<file path="src/design/mi3_pkg.sv">
// Package with shared constants, types and address tables for the 3x3 matrix inverse.
`default_nettype none
package mi3_pkg;

    localparam int DEF_FRAC_BITS = 16;
    localparam int DEF_IN_WIDTH  = 24;
    localparam int OUT_WIDTH     = 32;
    localparam int N_ELEM        = 9;
    localparam int N_COF_STEPS   = 36;

    // Element addresses for the two products of each cofactor, four per cofactor, in order.
    localparam logic [3:0] COF_ADDR [N_COF_STEPS] = '{
        4'd4, 4'd8, 4'd5, 4'd7,
        4'd5, 4'd6, 4'd3, 4'd8,
        4'd3, 4'd7, 4'd4, 4'd6,
        4'd7, 4'd2, 4'd8, 4'd1,
        4'd8, 4'd0, 4'd6, 4'd2,
        4'd6, 4'd1, 4'd7, 4'd0,
        4'd1, 4'd5, 4'd2, 4'd4,
        4'd2, 4'd3, 4'd0, 4'd5,
        4'd0, 4'd4, 4'd1, 4'd3
    };

    // Cofactor address of each output, which transposes the cofactor matrix.
    localparam logic [3:0] TRANS_ADDR [N_ELEM] = '{
        4'd0, 4'd3, 4'd6, 4'd1, 4'd4, 4'd7, 4'd2, 4'd5, 4'd8
    };

    typedef enum logic [2:0] {
        S_LOAD,
        S_COF,
        S_DET,
        S_DREAD,
        S_DSTART,
        S_DWAIT,
        S_OUT
    } t_state;

    typedef struct packed {
        logic [OUT_WIDTH-1:0] value;
        logic                 sat;
    } t_div_res;

endpackage
`default_nettype wire

</file>
<file path="src/design/mi3_ram.sv">
// Generic single-write, single-read RAM with registered read data.
`default_nettype none
module mi3_ram #(
    parameter int WIDTH = 24,
    parameter int DEPTH = 9
) (
    input  wire logic                     i_clk,
    input  wire logic                     i_we,
    input  wire logic [$clog2(DEPTH)-1:0] i_waddr,
    input  wire logic [WIDTH-1:0]         i_wdata,
    input  wire logic [$clog2(DEPTH)-1:0] i_raddr,
    output logic      [WIDTH-1:0]         o_rdata
);

    logic [WIDTH-1:0] r_mem [DEPTH];

    always_ff @(posedge i_clk) begin
        if (i_we) begin
            r_mem[i_waddr] <= i_wdata;
        end
        o_rdata <= r_mem[i_raddr];
    end

endmodule
`default_nettype wire

</file>
<file path="src/design/mi3_div.sv">
// Restoring divider, one quotient bit per cycle, with saturation to a signed 32-bit result.
`default_nettype none
module mi3_div
    import mi3_pkg::*;
#(
    parameter int NUM_W = 81,
    parameter int DEN_W = 74
) (
    input  wire logic             i_clk,
    input  wire logic             i_rst_n,
    input  wire logic             i_start,
    input  wire logic [NUM_W-1:0] i_num,
    input  wire logic [DEN_W-1:0] i_den,
    input  wire logic             i_neg,
    output logic                  o_done,
    output t_div_res              o_res
);

    localparam int CNT_W = $clog2(NUM_W + 1);

    logic [NUM_W-1:0]     r_num;
    logic [DEN_W-1:0]     r_den;
    logic [DEN_W-1:0]     r_rem;
    logic [OUT_WIDTH:0]   r_q;
    logic                 r_ovf;
    logic                 r_neg;
    logic                 r_busy;
    logic                 r_done;
    logic [CNT_W-1:0]     r_cnt;
    logic [DEN_W:0]       shifted;
    logic [DEN_W:0]       diff;
    logic                 ge;
    logic                 sat_pos;
    logic                 sat_neg;

    assign shifted = {r_rem, r_num[NUM_W-1]};
    assign diff    = shifted - {1'b0, r_den};
    assign ge      = shifted >= {1'b0, r_den};

    always_ff @(posedge i_clk) begin
        if (!i_rst_n) begin
            r_busy <= 1'b0;
            r_done <= 1'b0;
            r_cnt  <= '0;
        end else begin
            r_done <= 1'b0;
            if (i_start) begin
                r_busy <= 1'b1;
                r_cnt  <= '0;
            end else if (r_busy) begin
                r_cnt <= r_cnt + 1'b1;
                if (r_cnt == CNT_W'(NUM_W - 1)) begin
                    r_busy <= 1'b0;
                    r_done <= 1'b1;
                end
            end
        end
    end

    always_ff @(posedge i_clk) begin
        if (i_start) begin
            r_num <= i_num;
            r_den <= i_den;
            r_neg <= i_neg;
            r_rem <= '0;
            r_q   <= '0;
            r_ovf <= 1'b0;
        end else if (r_busy) begin
            r_num <= r_num << 1;
            r_rem <= ge ? diff[DEN_W-1:0] : shifted[DEN_W-1:0];
            r_q   <= {r_q[OUT_WIDTH-1:0], ge};
            r_ovf <= r_ovf | r_q[OUT_WIDTH];
        end
    end

    assign sat_pos = r_ovf | r_q[OUT_WIDTH] | r_q[OUT_WIDTH-1];
    assign sat_neg = r_ovf | r_q[OUT_WIDTH] | (r_q[OUT_WIDTH-1] & (|r_q[OUT_WIDTH-2:0]));

    always_comb begin
        if (r_neg) begin
            o_res.sat   = sat_neg;
            o_res.value = sat_neg ? {1'b1, {(OUT_WIDTH-1){1'b0}}}
                                  : (~r_q[OUT_WIDTH-1:0] + 1'b1);
        end else begin
            o_res.sat   = sat_pos;
            o_res.value = sat_pos ? {1'b0, {(OUT_WIDTH-1){1'b1}}} : r_q[OUT_WIDTH-1:0];
        end
    end

    assign o_done = r_done;

endmodule
`default_nettype wire

</file>
<file path="src/design/matrix_inverse_3x3.sv">
// Sequence: nine input beats, then the cofactors and then the determinant are formed.
// Each of the nine results then reads its cofactor and, unless the determinant is zero,
// waits on the bit-serial divider; output stalls hold the result beat.
// No input is taken between the ninth element and the last result beat.
// Reset: synchronous, active low; clears the element count and the sequencer.
`default_nettype none
module matrix_inverse_3x3
    import mi3_pkg::*;
#(
    parameter int FRAC_BITS = DEF_FRAC_BITS,
    parameter int IN_WIDTH  = DEF_IN_WIDTH
) (
    input  wire logic                 i_clk,
    input  wire logic                 i_rst_n,
    input  wire logic                 i_valid,
    output logic                      o_stall,
    input  wire logic [IN_WIDTH-1:0]  i_element,
    output logic                      o_valid,
    input  wire logic                 i_stall,
    output logic [OUT_WIDTH-1:0]      o_value,
    output logic                      o_singular,
    output logic                      o_saturated,
    output logic                      o_last
);

    localparam int W  = IN_WIDTH;
    localparam int PW = 2 * W + 1;
    localparam int DW = 3 * W + 2;
    localparam int NW = PW + 2 * FRAC_BITS;

    t_state               r_state, n_state;
    logic [3:0]           r_cnt, n_cnt;
    logic [5:0]           r_step, n_step;
    logic [1:0]           r_j, n_j;
    logic [1:0]           r_dph, n_dph;
    logic [3:0]           r_o, n_o;
    logic signed [W-1:0]  r_a, n_a;
    logic [PW-1:0]        r_c, n_c;
    logic signed [PW-1:0] r_acc, n_acc;
    logic signed [DW-1:0] r_det, n_det;
    logic [OUT_WIDTH-1:0] r_value, n_value;
    logic                 r_sing, n_sing;
    logic                 r_sat, n_sat;

    logic                 e_we;
    logic [3:0]           e_raddr;
    logic [W-1:0]         rd_e;
    logic                 c_we;
    logic [3:0]           c_waddr;
    logic [3:0]           c_raddr;
    logic [PW-1:0]        c_wdata;
    logic [PW-1:0]        rd_c;
    logic [5:0]           sm1;
    logic signed [W:0]    m_y;
    logic signed [PW-1:0] prod;
    logic [PW-1:0]        c_mag;
    logic [DW-1:0]        det_mag;
    logic                 div_start;
    logic                 div_done;
    t_div_res             div_res;

    assign e_we = (r_state == S_LOAD) && i_valid;

    mi3_ram #(.WIDTH(W), .DEPTH(N_ELEM)) u_elem_ram (
        .i_clk   (i_clk),
        .i_we    (e_we),
        .i_waddr (r_cnt),
        .i_wdata (i_element),
        .i_raddr (e_raddr),
        .o_rdata (rd_e)
    );

    mi3_ram #(.WIDTH(PW), .DEPTH(N_ELEM)) u_cof_ram (
        .i_clk   (i_clk),
        .i_we    (c_we),
        .i_waddr (c_waddr),
        .i_wdata (c_wdata),
        .i_raddr (c_raddr),
        .o_rdata (rd_c)
    );

    assign prod    = r_a * m_y;
    assign sm1     = r_step - 1'b1;
    assign c_waddr = sm1[5:2];
    assign c_wdata = r_acc - prod;
    assign c_mag   = rd_c[PW-1] ? (~rd_c + 1'b1) : rd_c;
    assign det_mag = r_det[DW-1] ? DW'(-r_det) : DW'(r_det);

    mi3_div #(.NUM_W(NW), .DEN_W(DW)) u_div (
        .i_clk   (i_clk),
        .i_rst_n (i_rst_n),
        .i_start (div_start),
        .i_num   ({c_mag, {(2 * FRAC_BITS){1'b0}}}),
        .i_den   (det_mag),
        .i_neg   (rd_c[PW-1] ^ r_det[DW-1]),
        .o_done  (div_done),
        .o_res   (div_res)
    );

    always_ff @(posedge i_clk) begin
        if (!i_rst_n) begin
            r_state <= S_LOAD;
            r_cnt   <= '0;
            r_step  <= '0;
            r_j     <= '0;
            r_dph   <= '0;
            r_o     <= '0;
        end else begin
            r_state <= n_state;
            r_cnt   <= n_cnt;
            r_step  <= n_step;
            r_j     <= n_j;
            r_dph   <= n_dph;
            r_o     <= n_o;
        end
    end

    always_ff @(posedge i_clk) begin
        r_a     <= n_a;
        r_c     <= n_c;
        r_acc   <= n_acc;
        r_det   <= n_det;
        r_value <= n_value;
        r_sing  <= n_sing;
        r_sat   <= n_sat;
    end

    always_comb begin
        n_state   = r_state;
        n_cnt     = r_cnt;
        n_step    = r_step;
        n_j       = r_j;
        n_dph     = r_dph;
        n_o       = r_o;
        n_a       = r_a;
        n_c       = r_c;
        n_acc     = r_acc;
        n_det     = r_det;
        n_value   = r_value;
        n_sing    = r_sing;
        n_sat     = r_sat;
        e_raddr   = '0;
        c_raddr   = '0;
        c_we      = 1'b0;
        div_start = 1'b0;
        m_y       = (W+1)'(signed'(rd_e));
        case (r_state)
            S_LOAD: begin
                if (i_valid) begin
                    if (r_cnt == 4'(N_ELEM - 1)) begin
                        n_cnt   = '0;
                        n_step  = '0;
                        n_state = S_COF;
                    end else begin
                        n_cnt = r_cnt + 1'b1;
                    end
                end
            end
            S_COF: begin
                if (r_step < 6'(N_COF_STEPS)) begin
                    e_raddr = COF_ADDR[r_step];
                end
                if (r_step != '0) begin
                    case (sm1[1:0])
                        2'd0: n_a = signed'(rd_e);
                        2'd1: n_acc = prod;
                        2'd2: n_a = signed'(rd_e);
                        default: c_we = 1'b1;
                    endcase
                end
                n_step = r_step + 1'b1;
                if (r_step == 6'(N_COF_STEPS)) begin
                    n_det   = '0;
                    n_j     = '0;
                    n_dph   = '0;
                    n_state = S_DET;
                end
            end
            S_DET: begin
                n_dph = r_dph + 1'b1;
                case (r_dph)
                    2'd0: begin
                        e_raddr = {2'b00, r_j};
                        c_raddr = {2'b00, r_j};
                    end
                    2'd1: begin
                        n_a = signed'(rd_e);
                        n_c = rd_c;
                    end
                    2'd2: begin
                        m_y   = signed'({1'b0, r_c[W-1:0]});
                        n_det = r_det + DW'(prod);
                    end
                    default: begin
                        m_y   = signed'(r_c[PW-1:W]);
                        n_det = r_det + (DW'(prod) <<< W);
                        n_j   = r_j + 1'b1;
                        if (r_j == 2'd2) begin
                            n_o     = '0;
                            n_state = S_DREAD;
                        end
                    end
                endcase
            end
            S_DREAD: begin
                c_raddr = TRANS_ADDR[r_o];
                n_state = S_DSTART;
            end
            S_DSTART: begin
                if (r_det == '0) begin
                    n_value = '0;
                    n_sing  = 1'b1;
                    n_sat   = 1'b0;
                    n_state = S_OUT;
                end else begin
                    div_start = 1'b1;
                    n_state   = S_DWAIT;
                end
            end
            S_DWAIT: begin
                if (div_done) begin
                    n_value = div_res.value;
                    n_sat   = div_res.sat;
                    n_sing  = 1'b0;
                    n_state = S_OUT;
                end
            end
            S_OUT: begin
                if (!i_stall) begin
                    if (r_o == 4'(N_ELEM - 1)) begin
                        n_state = S_LOAD;
                    end else begin
                        n_o     = r_o + 1'b1;
                        n_state = S_DREAD;
                    end
                end
            end
            default: n_state = S_LOAD;
        endcase
    end

    assign o_stall     = (r_state != S_LOAD);
    assign o_valid     = (r_state == S_OUT);
    assign o_value     = r_value;
    assign o_singular  = r_sing;
    assign o_saturated = r_sat;
    assign o_last      = (r_o == 4'(N_ELEM - 1));

endmodule
`default_nettype wire

</file>
<file path="config.mk">
export PLATFORM = sky130hd
export DESIGN_NAME = matrix_inverse_3x3
export DESIGN_NICKNAME = d
export VERILOG_FILES = /design/src/design/mi3_pkg.sv /design/src/design/mi3_ram.sv /design/src/design/mi3_div.sv /design/src/design/matrix_inverse_3x3.sv
export SDC_FILE = /design/constraint.sdc
export NUM_CORES = 2
export LEC_CHECK = 0
export BUFFER_PORTS_ARGS = -buffer_cell sky130_fd_sc_hd__clkbuf_2
export CAP_MARGIN = 20
export CORE_ASPECT_RATIO = 0.9
export CORE_MARGIN = 4
export CORE_UTILIZATION = 38
export DETAILED_ROUTE_END_ITERATION = 7
export SYNTH_ARGS = -nofsm -noshare
export SYNTH_HDL_FRONTEND = slang
export SYNTH_SLANG_ARGS = --single-unit
</file>
<file path="constraint.sdc">
create_clock -name i_clk -period 12.3 [get_ports i_clk]
set_input_delay 3.69 -clock i_clk [delete_from_list [all_inputs] [get_ports i_clk]]
set_output_delay 3.69 -clock i_clk [all_outputs]
set_load 0.02 [all_outputs]
</file>
==> flow_summary.rst <==
.. list-table::
   :header-rows: 1

   * - Metric
     - Value
   * - Outcome
     - complete, no violations
   * - Synth Area per Inst
     - 10.1 sq um
   * - Overall routing resource usage
     - a little over a fifth
   * - Slowest stage cell, crit path
     - sky130_fd_sc_hd__o21ai_4
   * - Initial antenna violation count
     - 11
   * - Library cell with the largest summed area after synthesis
     - sky130_fd_sc_hd__edfxtp_1
   * - Most common library cell in the layout ignoring fill and taps
     - sky130_fd_sc_hd__nand2_1
   * - Area of the core
     - about 220,000 sq um
   * - Nature of the critical path startpoint
     - register
   * - Largest net degree at the start of global routing
     - between 150 and 200
   * - Final period util
     - 97.3%
   * - Number of violations reported at the end of detailed-routing iteration 0
     - about 6,000
   * - Final net count
     - between 9,000 and 10,000
   * - GP Congestion
     - approximately 1
   * - Clock Pin Slew Worst Setup and Hold Paths
     - roughly 0.060 ns
   * - Initial Utilization
     - a little under two fifths
   * - Post-placement cell area
     - roughly 90,000 sq um
   * - Capturing element type of the critical path
     - register
   * - Worst max-slew margin expressed relative to the limit
     - a little over a fifth
   * - Arrival time at the worst endpoint
     - between 10 and 15 ns
   * - Asr flop ratio synth
     - 0%
   * - Buffer type at the clock tree root
     - sky130_fd_sc_hd__clkbuf_16
   * - Worst Skew
     - between 0.04 and 0.05 ns
   * - Shortest clock period the worst path allows after layout
     - about 12 ns
   * - Library cells used by synthesis
     - between 80 and 90
   * - Count of H-tree levels built during CTS
     - 4
   * - Delay of the slowest critical-path stage
     - 0.59 ns
   * - Final count of hold timing violations
     - 0
   * - Setup slack of the most critical reg-to-reg path
     - 0.33 ns
   * - Most used cell, CP
     - sky130_fd_sc_hd__fa_1
   * - Setup violation total in the final timing report
     - 0
   * - Count of port buffers added during placement
     - 64
   * - Post-detailed-route DRC marker count
     - 0
   * - Number of warnings reported in the yosys synthesis log
     - 0
   * - Sequential fraction of the synthesis area
     - between 40% and 50%
   * - Largest fanout on the critical path
     - 15
   * - Area share of the leading cell type in the synthesized netlist
     - around 35%
   * - Die ar.
     - ~230,000 sq um
   * - Max Root-Sink Buffers
     - 3
   * - Via-to-Cell Ratio
     - 5.48
   * - Fraction of final layout cells with drive strength greater than 1
     - roughly 7.3%
   * - EDFF count, synth
     - 1,011
   * - Die width
     - roughly 510 um
   * - Highest clock rate
     - about 84 MHz
   * - Worst-margin pin slew
     - 1.18 ns
   * - Most used cells in the layout excluding fill and tap cells
     - 1,058 x sky130_fd_sc_hd__nand2_1, 1,011 x sky130_fd_sc_hd__edfxtp_1, 867 x sky130_fd_sc_hd__inv_1, 633 x sky130_fd_sc_hd__fa_1, 498 x sky130_fd_sc_hd__a21oi_1
   * - Critical path required time
     - between 10 and 15 ns
   * - # Max-Cap Violations
     - 0
   * - HP Class
     - reg -> reg
   * - Wire length after detailed routing
     - around 250 mm
   * - Non-Filler Cell Area, Final
     - ~95,000 sq um
   * - Clock latency on the worst-skew pair
     - 0.79 ns
   * - Overall die height
     - roughly 460 um
   * - Clock tree from TritonCTS
     - built
   * - Vias
     - 63,500
   * - I/O pin cnt
     - 65
   * - Via count of the first global-routing pass
     - about 62,000
   * - Routed length per placed instance
     - 21.5 um
   * - Post-Synthesis Net Count
     - 9,520
   * - Iteration count of the initial detailed-routing pass
     - 7
   * - Post-synthesis to final-layout area growth
     - 11.0%
   * - Clock sink total
     - 1,222
   * - Synth Instances
     - about 8,500
   * - Flop and latch count out of synthesis
     - roughly 1,200
   * - Overflow left after global routing
     - 0
   * - Ranking of synthesized cells by area
     - sky130_fd_sc_hd__edfxtp_1 35%, sky130_fd_sc_hd__fa_1 15%, sky130_fd_sc_hd__ha_1 6.0%
   * - CTS buffer count
     - 136
   * - Crit Path Category
     - reg -> reg
   * - Combined flip-flop and latch cell area
     - around 35,000 sq um
   * - Number of placement rows
     - between 150 and 200
   * - Total standard cell area after synthesis
     - 85,700 sq um
   * - Final HPWL DP
     - ~180 mm
   * - RSZ-0062 raised after global routing
     - true
   * - Top FF cell, synth
     - sky130_fd_sc_hd__edfxtp_1
   * - Wire length of the first global-routing pass
     - 382 mm
   * - Antenna-violating nets left
     - 0
   * - Max Transition Viols Final
     - 0
   * - Filler cell count in the final layout
     - 21,400
   * - Multi-input gate area
     - roughly 47,000 sq um
-- layout make-up --
type | instances | area share (%)
clock inverter | 57 | 0.619
inverter | 872 | 3.45
sequential | 1222 | 36.4
multi-input combinational | 5932 | 49.1
antenna | 3 | 0.00790
clock buffer | 188 | 3.95
timing repair buffer | 310 | 2.55
tap | 3006 | 3.96
-- metal layers --
layer | vias to the layer above | GRT usage, % | wire (um)
met1 | 31600 | 31.0 | 114000
met3 | 349 | 3.06 | 18200
met4 | 4 | 5.72 | 6790
li1 | 29300 | - | -
met5 | - | 0 | 21
met2 | 2247 | 32.4 | 111000
-- worst paths after layout --
kind / from / endpoint / depth (start not counted)
hold reg to reg: u_elem_ram.r_mem[8][1]$_DFFE_PP_ / u_elem_ram.o_rdata[1]$_DFF_P_ / 2
hold / removal: u_elem_ram.r_mem[8][1]$_DFFE_PP_ / u_elem_ram.o_rdata[1]$_DFF_P_ / 2
setup reg to reg: r_dph[0]$_SDFFE_PN0P_ / r_det[69]$_SDFFCE_PP0P_ / 40
setup / recovery: r_dph[0]$_SDFFE_PN0P_ / r_det[69]$_SDFFCE_PP0P_ / 40
-- worst max-delay path: cells and delay by family, from the launching register on --
family / cells / cell delay (ns)
adders and majority gates: 10 / 4.75
AOI/OAI and AO/OA: 17 / 4.20
and+or+nand+nor: 6 / 1.62
buffers and inverters: 6 / 0.59
DFF: 1 / 0.36
xor gates and xnor gates: 1 / 0.18
-- cells by family (layout without fill, tap and decap cells) --
group | Yosys count | in the layout | synth area share, %
buf+inv | 1296 | 1427 | 5.71
other cells | 0 | 3 | 0
compound gates | 1758 | 1758 | 13.1
mux | 152 | 152 | 1.79
xor+xnor | 396 | 396 | 4.06
simple gates | 2584 | 2584 | 14.2
flops | 1222 | 1222 | 40.4
fa+ha+maj | 1042 | 1042 | 20.8
-- per-stage QoR --
step                      utilization [%]  hold slack, ns  setup slack [ns]  TNS, ns  cells
after floorplan                         -           0.418              1.14        0   8450
after global placement               40.2           0.430             0.234        0  11300
after detailed placement             40.3           0.430            0.0752        0  11300
after CTS                            42.2           0.443          0.000918        0  11600
after global routing                 42.4           0.462            -0.113   -0.194  11600
final                                42.4           0.439             0.334        0  11600
-- cells in the mapped netlist (34+ instances only) --
master	instances
sky130_fd_sc_hd__o21a_1	46
sky130_fd_sc_hd__or3_1	49
sky130_fd_sc_hd__fa_1	633
sky130_fd_sc_hd__a22oi_1	48
sky130_fd_sc_hd__dfxtp_1	211
sky130_fd_sc_hd__nand2_1	1061
sky130_fd_sc_hd__inv_1	867
sky130_fd_sc_hd__xor2_1	162
sky130_fd_sc_hd__a211oi_1	139
sky130_fd_sc_hd__nor3_1	80
sky130_fd_sc_hd__o21ai_0	361
sky130_fd_sc_hd__clkbuf_1	385
sky130_fd_sc_hd__and2_1	331
sky130_fd_sc_hd__and3_1	90
sky130_fd_sc_hd__o31ai_1	49
sky130_fd_sc_hd__o21bai_1	50
sky130_fd_sc_hd__a311oi_1	54
sky130_fd_sc_hd__nor2b_1	84
sky130_fd_sc_hd__a31oi_1	100
sky130_fd_sc_hd__nor2_1	491
sky130_fd_sc_hd__nand3_1	176
sky130_fd_sc_hd__mux2i_1	149
sky130_fd_sc_hd__edfxtp_1	1011
sky130_fd_sc_hd__a21oi_1	499
sky130_fd_sc_hd__a21o_1	168
sky130_fd_sc_hd__nand4_1	63
sky130_fd_sc_hd__xnor2_1	233
sky130_fd_sc_hd__ha_1	409
sky130_fd_sc_hd__nand2b_1	34
-- flip-flops by register name, summed over array words and instances (netlist names), 3 cells and up --
register	flops
u_div.r_cnt	7
u_elem_ram.o_rdata	24
u_elem_ram.r_mem	216
r_acc	49
u_div.r_den	74
r_state	3
r_step	6
o_value	32
u_cof_ram.r_mem	441
r_cnt	4
r_a	24
u_div.r_num	49
r_c	49
u_cof_ram.o_rdata	49
u_div.r_rem	74
r_o	4
r_det	74
u_div.r_q	33
-- what timing repair did --
| action | in CTS | in global routing |
|---|---|---|
| buffers inserted | 0 | 2 |
| gates resized for setup | 1 | 22 |
| endpoints found under the setup margin | 1 | 48 |
| hold buffers | 0 | 0 |
| pin swaps | 0 | 1 |
Power is left out: the tool's default activity adds up to more than one toggle a clock period on the data nets, which glitch-free logic cannot reach.
